<file path="config.mk">
export PLATFORM = sky130hd
export DESIGN_NAME = gapped_alignment_variant_flagger
export DESIGN_NICKNAME = d
export VERILOG_FILES = /design/src/hdl/gavf_pkg.sv /design/src/hdl/gavf_lane.sv /design/src/hdl/gavf_merge.sv /design/src/hdl/gavf_ctrl.sv /design/src/hdl/gapped_alignment_variant_flagger.sv
export SDC_FILE = /design/constraint.sdc
export NUM_CORES = 1
export LEC_CHECK = 0
export ABC_AREA = 1
export BUFFER_PORTS_ARGS = -buffer_cell sky130_fd_sc_hd__buf_2
export CORE_MARGIN = 3
export CORE_UTILIZATION = 50
export DETAILED_ROUTE_END_ITERATION = 8
export PLACE_DENSITY = 0.74
export SYNTH_ARGS = -nofsm -noshare
export SYNTH_HDL_FRONTEND = slang
export SYNTH_SLANG_ARGS = --single-unit
</file>
<file path="constraint.sdc">
create_clock -name clk -period 2 [get_ports clk]
set_input_delay 0.1 -clock clk [delete_from_list [all_inputs] [get_ports clk]]
set_output_delay 0.1 -clock clk [all_outputs]
set_load 0.1 [all_outputs]
</file>
<file path="src/hdl/gavf_pkg.sv">
package gavf_pkg;

    localparam int SYM_W              = 8;
    localparam int LANES_IN           = 4;
    localparam int MAX_HAPS_DEF       = 4;
    localparam int MAX_INSERT_RUN_DEF = 63;
    localparam int NUM_SYMS           = 256;

    localparam int CFG_IDX_W  = 3;
    localparam int CFG_DATA_W = 64;
    localparam int HAP_CNT_W  = 3;

    localparam logic [CFG_IDX_W-1:0] CFG_HAP_COUNT     = 3'd0;
    localparam logic [CFG_IDX_W-1:0] CFG_FILTER_ENABLE = 3'd1;
    localparam logic [CFG_IDX_W-1:0] CFG_ALLOWED_0     = 3'd2;
    localparam logic [CFG_IDX_W-1:0] CFG_ALLOWED_1     = 3'd3;
    localparam logic [CFG_IDX_W-1:0] CFG_ALLOWED_2     = 3'd4;
    localparam logic [CFG_IDX_W-1:0] CFG_ALLOWED_3     = 3'd5;

    typedef enum logic [0:0] {
        ST_IDLE,
        ST_FLUSH
    } state_t;

    // per-column summary from the merge stage
    typedef struct packed {
        logic diff;
        logic allowed;
    } col_t;

    typedef struct packed {
        logic is_variant;
        logic is_insert_column;
        logic run_overflow;
        logic last_of_run;
        logic end_of_window;
    } res_t;

endpackage

</file>
<file path="src/hdl/gavf_lane.sv">
module gavf_lane (
    input  logic                      enable,
    input  logic [gavf_pkg::SYM_W-1:0] ref_symbol,
    input  logic [gavf_pkg::SYM_W-1:0] pred_symbol,
    output logic                      hit
);

    assign hit = enable && (pred_symbol != ref_symbol);

endmodule

</file>
<file path="src/hdl/gavf_merge.sv">
module gavf_merge #(
    parameter int LANES = gavf_pkg::LANES_IN
) (
    input  logic [LANES-1:0]              hits,
    input  logic [gavf_pkg::SYM_W-1:0]    ref_symbol,
    input  logic                          filter_enable,
    input  logic [gavf_pkg::NUM_SYMS-1:0] allowed_set,
    output gavf_pkg::col_t                col
);

    always_comb
    begin
        col.diff    = |hits;
        col.allowed = !filter_enable || allowed_set[ref_symbol];
    end

endmodule

</file>
<file path="src/hdl/gavf_ctrl.sv">
module gavf_ctrl #(
    parameter int MAX_INSERT_RUN = gavf_pkg::MAX_INSERT_RUN_DEF
) (
    input  logic           clk,
    input  logic           rst_n,
    input  logic           in_valid,
    output logic           in_ready,
    input  logic           is_major,
    input  logic           last,
    input  gavf_pkg::col_t col,
    output logic           out_valid,
    input  logic           out_ready,
    output gavf_pkg::res_t out_res
);

    localparam int CNT_W = $clog2(MAX_INSERT_RUN + 1);
    localparam int IDX_W = (MAX_INSERT_RUN > 1) ? $clog2(MAX_INSERT_RUN) : 1;

    gavf_pkg::state_t          state_reg, state_next;
    logic [CNT_W-1:0]          run_len_reg, run_len_next;
    logic                      run_diff_reg, run_diff_next;
    logic                      at_start_reg, at_start_next;
    logic [MAX_INSERT_RUN-1:0] pending_reg, pending_next;
    logic                      tail_valid_reg, tail_valid_next;
    logic                      tail_var_reg, tail_var_next;
    logic                      tail_ovf_reg, tail_ovf_next;
    logic                      tail_diff_reg, tail_diff_next;
    logic                      eow_reg, eow_next;
    logic                      out_valid_reg, out_valid_next;
    gavf_pkg::res_t            out_reg, out_next;

    logic slot_free;
    logic accept;
    logic major;
    logic run_empty;
    logic run_full;
    logic last_held;
    logic need_flush;
    logic flush_done;

    assign slot_free  = !out_valid_reg || out_ready;
    assign in_ready   = (state_reg == gavf_pkg::ST_IDLE) && slot_free;
    assign accept     = in_valid && in_ready;
    assign major      = is_major || at_start_reg;
    assign run_empty  = (run_len_reg == '0);
    assign run_full   = (run_len_reg == CNT_W'(MAX_INSERT_RUN));
    assign last_held  = (run_len_reg == CNT_W'(1));
    // a closing major column flushes a nonempty run; a last insert always does
    assign need_flush = major ? !run_empty : last;
    assign flush_done = slot_free && (run_empty || (last_held && !tail_valid_reg));

    assign out_valid = out_valid_reg;
    assign out_res   = out_reg;

    always_comb
    begin
        state_next = state_reg;
        unique case (state_reg)
            gavf_pkg::ST_IDLE:
            begin
                if (accept && need_flush)
                begin
                    state_next = gavf_pkg::ST_FLUSH;
                end
            end
            gavf_pkg::ST_FLUSH:
            begin
                if (flush_done)
                begin
                    state_next = gavf_pkg::ST_IDLE;
                end
            end
            default:
            begin
                state_next = gavf_pkg::ST_IDLE;
            end
        endcase
    end

    always_comb
    begin
        run_len_next    = run_len_reg;
        run_diff_next   = run_diff_reg;
        at_start_next   = at_start_reg;
        pending_next    = pending_reg;
        tail_valid_next = tail_valid_reg;
        tail_var_next   = tail_var_reg;
        tail_ovf_next   = tail_ovf_reg;
        tail_diff_next  = tail_diff_reg;
        eow_next        = eow_reg;
        out_valid_next  = slot_free ? 1'b0 : out_valid_reg;
        out_next        = out_reg;

        unique case (state_reg)
            gavf_pkg::ST_IDLE:
            begin
                if (accept)
                begin
                    if (major)
                    begin
                        if (!run_empty)
                        begin
                            // hold the major result until the run is out
                            tail_valid_next = 1'b1;
                            tail_var_next   = col.diff && col.allowed;
                            tail_ovf_next   = 1'b0;
                            tail_diff_next  = col.diff;
                            eow_next        = last;
                        end
                        else
                        begin
                            out_valid_next = 1'b1;
                            out_next       = '{col.diff && col.allowed, 1'b0, 1'b0, 1'b1, last};
                            run_diff_next  = last ? 1'b0 : col.diff;
                            at_start_next  = last;
                        end
                    end
                    else if (!run_full)
                    begin
                        pending_next[run_len_reg[IDX_W-1:0]] = col.allowed;
                        run_len_next    = run_len_reg + CNT_W'(1);
                        run_diff_next   = run_diff_reg || col.diff;
                        tail_valid_next = 1'b0;
                        tail_diff_next  = 1'b0;
                        eow_next        = 1'b1;
                    end
                    else if (last)
                    begin
                        // rejected last column goes out after the held run
                        tail_valid_next = 1'b1;
                        tail_var_next   = 1'b0;
                        tail_ovf_next   = 1'b1;
                        tail_diff_next  = 1'b0;
                        eow_next        = 1'b1;
                    end
                    else
                    begin
                        out_valid_next = 1'b1;
                        out_next       = '{1'b0, 1'b1, 1'b1, 1'b1, 1'b0};
                    end
                end
            end
            gavf_pkg::ST_FLUSH:
            begin
                if (slot_free)
                begin
                    out_valid_next = 1'b1;
                    if (!run_empty)
                    begin
                        out_next = '{run_diff_reg && pending_reg[0], 1'b1, 1'b0,
                                     last_held && !tail_valid_reg,
                                     last_held && !tail_valid_reg && eow_reg};
                        pending_next = pending_reg >> 1;
                        run_len_next = run_len_reg - CNT_W'(1);
                    end
                    else
                    begin
                        out_next = '{tail_var_reg, tail_ovf_reg, tail_ovf_reg, 1'b1, eow_reg};
                    end
                    if (flush_done)
                    begin
                        run_diff_next = eow_reg ? 1'b0 : tail_diff_reg;
                        at_start_next = eow_reg;
                    end
                end
            end
            default:
            begin
                out_valid_next = 1'b0;
            end
        endcase
    end

    always_ff @(posedge clk or negedge rst_n)
    begin
        if (!rst_n)
        begin
            state_reg      <= gavf_pkg::ST_IDLE;
            run_len_reg    <= '0;
            run_diff_reg   <= 1'b0;
            at_start_reg   <= 1'b1;
            tail_valid_reg <= 1'b0;
            eow_reg        <= 1'b0;
            out_valid_reg  <= 1'b0;
        end
        else
        begin
            state_reg      <= state_next;
            run_len_reg    <= run_len_next;
            run_diff_reg   <= run_diff_next;
            at_start_reg   <= at_start_next;
            tail_valid_reg <= tail_valid_next;
            eow_reg        <= eow_next;
            out_valid_reg  <= out_valid_next;
        end
    end

    always_ff @(posedge clk)
    begin
        pending_reg   <= pending_next;
        tail_var_reg  <= tail_var_next;
        tail_ovf_reg  <= tail_ovf_next;
        tail_diff_reg <= tail_diff_next;
        out_reg       <= out_next;
    end

endmodule

</file>
<file path="src/hdl/gapped_alignment_variant_flagger.sv">
// Gapped-alignment variant flagger.
// Input stream: one alignment column per transfer. s_tuser[0] marks a major
// column, s_tlast the final column of a window, s_tdata carries the reference
// symbol and four haplotype symbols. Output stream: one result per column;
// m_tlast marks the final result caused by one input column.
// A major column with no held inserts gives its result in the cycle after the
// transfer, and the block takes a new column every cycle while that holds and
// the receiver does not stall. Insert columns are silent and held (up to
// MAX_INSERT_RUN). Once the column that closes a run is taken, the input stays
// closed while the run drains through the single output register, one result
// per cycle unless the receiver stalls: each held insert, then the result of
// a closing major or rejected column itself.
// An insert arriving on a full run is rejected with an overflow result, at
// once, or after the flushed run when it ends the window.
// Registers are written through cfg_we/cfg_index/cfg_wdata. The user must
// write them only while idle; the block itself does not enforce it.
// Reset empties the run, starts a new window and restores hap_count to 1,
// the filter off and all allowed sets clear. When the receiver stalls the
// output register holds and s_tready drops until the result is taken.
module gapped_alignment_variant_flagger #(
    parameter int MAX_HAPS       = gavf_pkg::MAX_HAPS_DEF,
    parameter int MAX_INSERT_RUN = gavf_pkg::MAX_INSERT_RUN_DEF
) (
    input  logic                              clk,
    input  logic                              rst_n,
    input  logic                              s_tvalid,
    output logic                              s_tready,
    // ref_symbol, pred_symbol_0, pred_symbol_1, pred_symbol_2, pred_symbol_3
    input  logic [39:0]                       s_tdata,
    // is_major
    input  logic [0:0]                        s_tuser,
    input  logic                              s_tlast,
    output logic                              m_tvalid,
    input  logic                              m_tready,
    // is_variant, zero fill
    output logic [7:0]                        m_tdata,
    // is_insert_column, run_overflow, end_of_window
    output logic [2:0]                        m_tuser,
    output logic                              m_tlast,
    input  logic                              cfg_we,
    input  logic [gavf_pkg::CFG_IDX_W-1:0]    cfg_index,
    input  logic [gavf_pkg::CFG_DATA_W-1:0]   cfg_wdata
);

    localparam int LANES = (MAX_HAPS < gavf_pkg::LANES_IN) ? MAX_HAPS : gavf_pkg::LANES_IN;

    logic [gavf_pkg::HAP_CNT_W-1:0] hap_count_reg;
    logic                           filter_enable_reg;
    logic [gavf_pkg::NUM_SYMS-1:0]  allowed_reg;
    logic [gavf_pkg::HAP_CNT_W-1:0] lanes_used;
    logic [LANES-1:0]               hits;
    gavf_pkg::col_t                 col;
    gavf_pkg::res_t                 res;

    always_ff @(posedge clk or negedge rst_n)
    begin
        if (!rst_n)
        begin
            hap_count_reg     <= gavf_pkg::HAP_CNT_W'(1);
            filter_enable_reg <= 1'b0;
            allowed_reg       <= '0;
        end
        else if (cfg_we)
        begin
            unique case (cfg_index)
                gavf_pkg::CFG_HAP_COUNT:
                    hap_count_reg <= cfg_wdata[gavf_pkg::HAP_CNT_W-1:0];
                gavf_pkg::CFG_FILTER_ENABLE:
                    filter_enable_reg <= cfg_wdata[0];
                gavf_pkg::CFG_ALLOWED_0:
                    allowed_reg[63:0] <= cfg_wdata;
                gavf_pkg::CFG_ALLOWED_1:
                    allowed_reg[127:64] <= cfg_wdata;
                gavf_pkg::CFG_ALLOWED_2:
                    allowed_reg[191:128] <= cfg_wdata;
                gavf_pkg::CFG_ALLOWED_3:
                    allowed_reg[255:192] <= cfg_wdata;
                default:
                begin
                end
            endcase
        end
    end

    // zero lanes means one; cap at the lanes built
    always_comb
    begin
        if (hap_count_reg == '0)
        begin
            lanes_used = gavf_pkg::HAP_CNT_W'(1);
        end
        else if (hap_count_reg > gavf_pkg::HAP_CNT_W'(LANES))
        begin
            lanes_used = gavf_pkg::HAP_CNT_W'(LANES);
        end
        else
        begin
            lanes_used = hap_count_reg;
        end
    end

    for (genvar i = 0; i < LANES; i++)
    begin : g_lane
        gavf_lane u_lane (
            .enable      (lanes_used > gavf_pkg::HAP_CNT_W'(i)),
            .ref_symbol  (s_tdata[gavf_pkg::SYM_W-1:0]),
            .pred_symbol (s_tdata[gavf_pkg::SYM_W*(i+1) +: gavf_pkg::SYM_W]),
            .hit         (hits[i])
        );
    end

    gavf_merge #(
        .LANES (LANES)
    ) u_merge (
        .hits          (hits),
        .ref_symbol    (s_tdata[gavf_pkg::SYM_W-1:0]),
        .filter_enable (filter_enable_reg),
        .allowed_set   (allowed_reg),
        .col           (col)
    );

    gavf_ctrl #(
        .MAX_INSERT_RUN (MAX_INSERT_RUN)
    ) u_ctrl (
        .clk       (clk),
        .rst_n     (rst_n),
        .in_valid  (s_tvalid),
        .in_ready  (s_tready),
        .is_major  (s_tuser[0]),
        .last      (s_tlast),
        .col       (col),
        .out_valid (m_tvalid),
        .out_ready (m_tready),
        .out_res   (res)
    );

    assign m_tdata = {7'b0, res.is_variant};
    assign m_tuser = {res.end_of_window, res.run_overflow, res.is_insert_column};
    assign m_tlast = res.last_of_run;

endmodule

</file>
==> reports/metrics.cfg <==
[finish]
finalCoreUtilization_pct=64.3
area_growth_pct=25.1
final_cells=2879
layout_commonest_cell=nand2_1
fin_nets=2521
largest_reg_flops=256
layout-drive-gt1-share_pct=21.6
num_antenna_cells=0
final_cell_mix=nand2_1, o21ai_0, dfrtp_1
fill_cells=2788

[critical_path]
cpMostUsedCell=nand3_2
critPathMaxStageDelay_ns=0.40
endpoint_kind=flop
slowest_stage=dfrtp_1
cp_cell_sequence=nand2_1, nand3_1, nand3_1, nand3_2, nand3_2, nand2_1, nand2_1, nand3_2, nand3_2, nand3_4, buf_12, clkbuf_16, nand3_2, nand2_1
worstPathMaxFanout=7
worst_ep_arrival_time_ns=2.34
start_kind=flop
critPathKind=flop to flop
worst-endpoint-required_ns=2.28

[global_route]
globalRoute.totalOverflow=0
grt_max_degree=129
grt_usage_pct=26.2
grt_pass1_wl_mm=78.5
first_global_vias=15600
antenna_found_initial=1

[sta]
clock-skew-final_ns=0.0201
slew_violations=0
finalSetupTns_ns=-1.06
finalSetupViolations=41
hold_viol_final=0
fin_ws_ns=-0.0558
timing.slew.headroom_pct=62.5
timing.fmax_mhz=486
rsz0062_at_grt=true
post-route-min-period_ns=2.06
tightest_slew_ns=0.563
min_period_over_period_pct=103

[cts]
clock_latency_ns=0.54
ctsRootBufferMaster=clkbuf_16
cts_buffers=38
cts_tree=built
clockBufferDepth=3
cts.clk_slew.worst_paths_ns=0.06
cts_num_sinks=343
htree_levels=2

[synth]
synth_area_per_cell_sq_um=7.89
synth_cells=2214
synth_edf_count=71
yosys_warnings=0
synth_cell_types=34
ys_seq_area_share_pct=51.2
ys_seq_elements=343
synth-async-reset-ratio_pct=79.3
ys.flop_type=dfrtp_1
syn-cell-area_sq_mm=0.0175

[detailed_routing]
wire_per_inst_um=17.2
detail-route-antenna-nets=0
drc=0
route.final.wire_length_mm=49.5
vias=15900
vias_per_cell=5.51
first_pass_iters=5
drtIter0Drc=1587

[power]
fin_total_pwr_uw=25000
power_leakage_uw=0.0102
vdd_ir_drop_max_uv=1180
powerDensity_mw_per_mm2=1140

[floorplanning]
start_util_pct=51.4
die_x_um=193
num_rows=67
dieArea_sq_mm=0.0372
boundaryPins=128
die_h_um=193
core_sq_mm=0.0340

[place]
dp_slack_ns=-0.241
gp_congestion=0.873
io_buffers=120
placed_cells=2721
dp_hpwl_mm=31.7

[worst_hold_path]
hp-class=input port to flop

[status]
violations=negative setup slack
status=finished with violations

[run]
drv_cap=0

-- path summary, 6_finish.rpt --
| kind | start | endpoint | slack, ns | depth (start not counted) |
|---|---|---|---|---|
| setup / recovery | allowed_reg[231]$_DFFE_PN0P_ | u_ctrl.pending_reg[55]$_DFFE_PP_ | -0.06 | 14 |
| hold / removal | s_tuser | u_ctrl.tail_ovf_reg$_DFFE_PP_ | 0.03 | 3 |
| setup reg to reg | allowed_reg[231]$_DFFE_PN0P_ | u_ctrl.pending_reg[55]$_DFFE_PP_ | -0.06 | 14 |
| hold reg to reg | allowed_reg[229]$_DFFE_PN0P_ | allowed_reg[229]$_DFFE_PN0P_ | 0.48 | 2 |
| max in group asynchronous | rst_n | u_ctrl.at_start_reg$_DFFE_PN1P_ | 1.10 | 3 |
| min in group asynchronous | rst_n | allowed_reg[74]$_DFFE_PN0P_ | 0.15 | 2 |
-- cell usage after synthesis, types with 6 or more instances --
| master | instances | share of area, % |
|---|---|---|
| nand3_1 | 279 | 8.0 |
| nand4_1 | 9 | 0.32 |
| buf_2 | 37 | 1.1 |
| dfrtp_1 | 270 | 39 |
| nand2_1 | 702 | 15 |
| inv_1 | 109 | 2.3 |
| buf_4 | 18 | 0.77 |
| o21ai_0 | 274 | 7.9 |
| or2_2 | 8 | 0.29 |
| xnor2_1 | 22 | 1.1 |
| clkbuf_1 | 85 | 1.8 |
| nand3_2 | 43 | 2.5 |
| nor2_1 | 232 | 5.0 |
| edfxtp_1 | 71 | 12 |
| buf_6 | 9 | 0.58 |
| a21oi_1 | 6 | 0.17 |
-- worst max-delay path, delay by kind of cell, from the launching register on --
kind | cells | cell delay [ns]
and+or+nand+nor | 12 | 1.05
DFF | 1 | 0.40
buffers and inverters | 2 | 0.35
-- metal layers --
layer  GRT usage [%]  part of all wire, %
met1            34.6                   41
met2            43.5                   49
met3            3.60                  6.7
met4            10.8                  3.4
met5               0                0.018
-- area by class of cell --
| class | instances | area, sq um | area share, % |
|---|---|---|---|
| Sequential cell | 343 | 8950 | 41.0 |
| Multi-Input combinational cell | 1604 | 8070 | 36.9 |
| Timing Repair Buffer | 301 | 2640 | 12.1 |
| Clock buffer | 55 | 1050 | 4.83 |
| Tap cell | 448 | 561 | 2.57 |
| Inverter | 116 | 443 | 2.03 |
| Clock inverter | 12 | 130 | 0.596 |
-- logic make-up after synthesis --
group | share of synthesized area (%)
AO/OA/AOI/OAI | 8.35
buffers and inverters | 7.52
flip-flops | 51.2
adder cells (fa/ha/maj) | 0.215
XOR/XNOR | 1.35
AND/OR/NAND/NOR | 31.3
other | 0.0215
-- per-stage QoR --
step | hold WS [ns] | instance area, sq um
4_1_cts | 0.0172 | 21100
2_1_floorplan | -0.196 | 17600
3_3_place_gp | 0.102 | 18900
5_1_grt | 0.0393 | 21800
3_5_place_dp | 0.102 | 18900
6_report | 0.0349 | 21800
-- power by group --
group | leakage, uW | switching [uW] | internal [uW]
clock | 0.000580 | 2830 | 3940
sequential | 0.00409 | 928 | 9410
combinational | 0.00553 | 5060 | 2810
total | 0.0102 | 8820 | 16200
-- timing repair --
item | 4_1_cts | 5_1_grt
pin swaps | 6 | 48
gates cloned | 2 | 4
endpoints found under the hold margin | 451 | 0
hold buffers | 68 | 0
setup endpoints to repair | 102 | 140
resized for setup | 44 | 151
setup buffers | 3 | 15
Note: power is estimated with default switching activity, not from simulation.
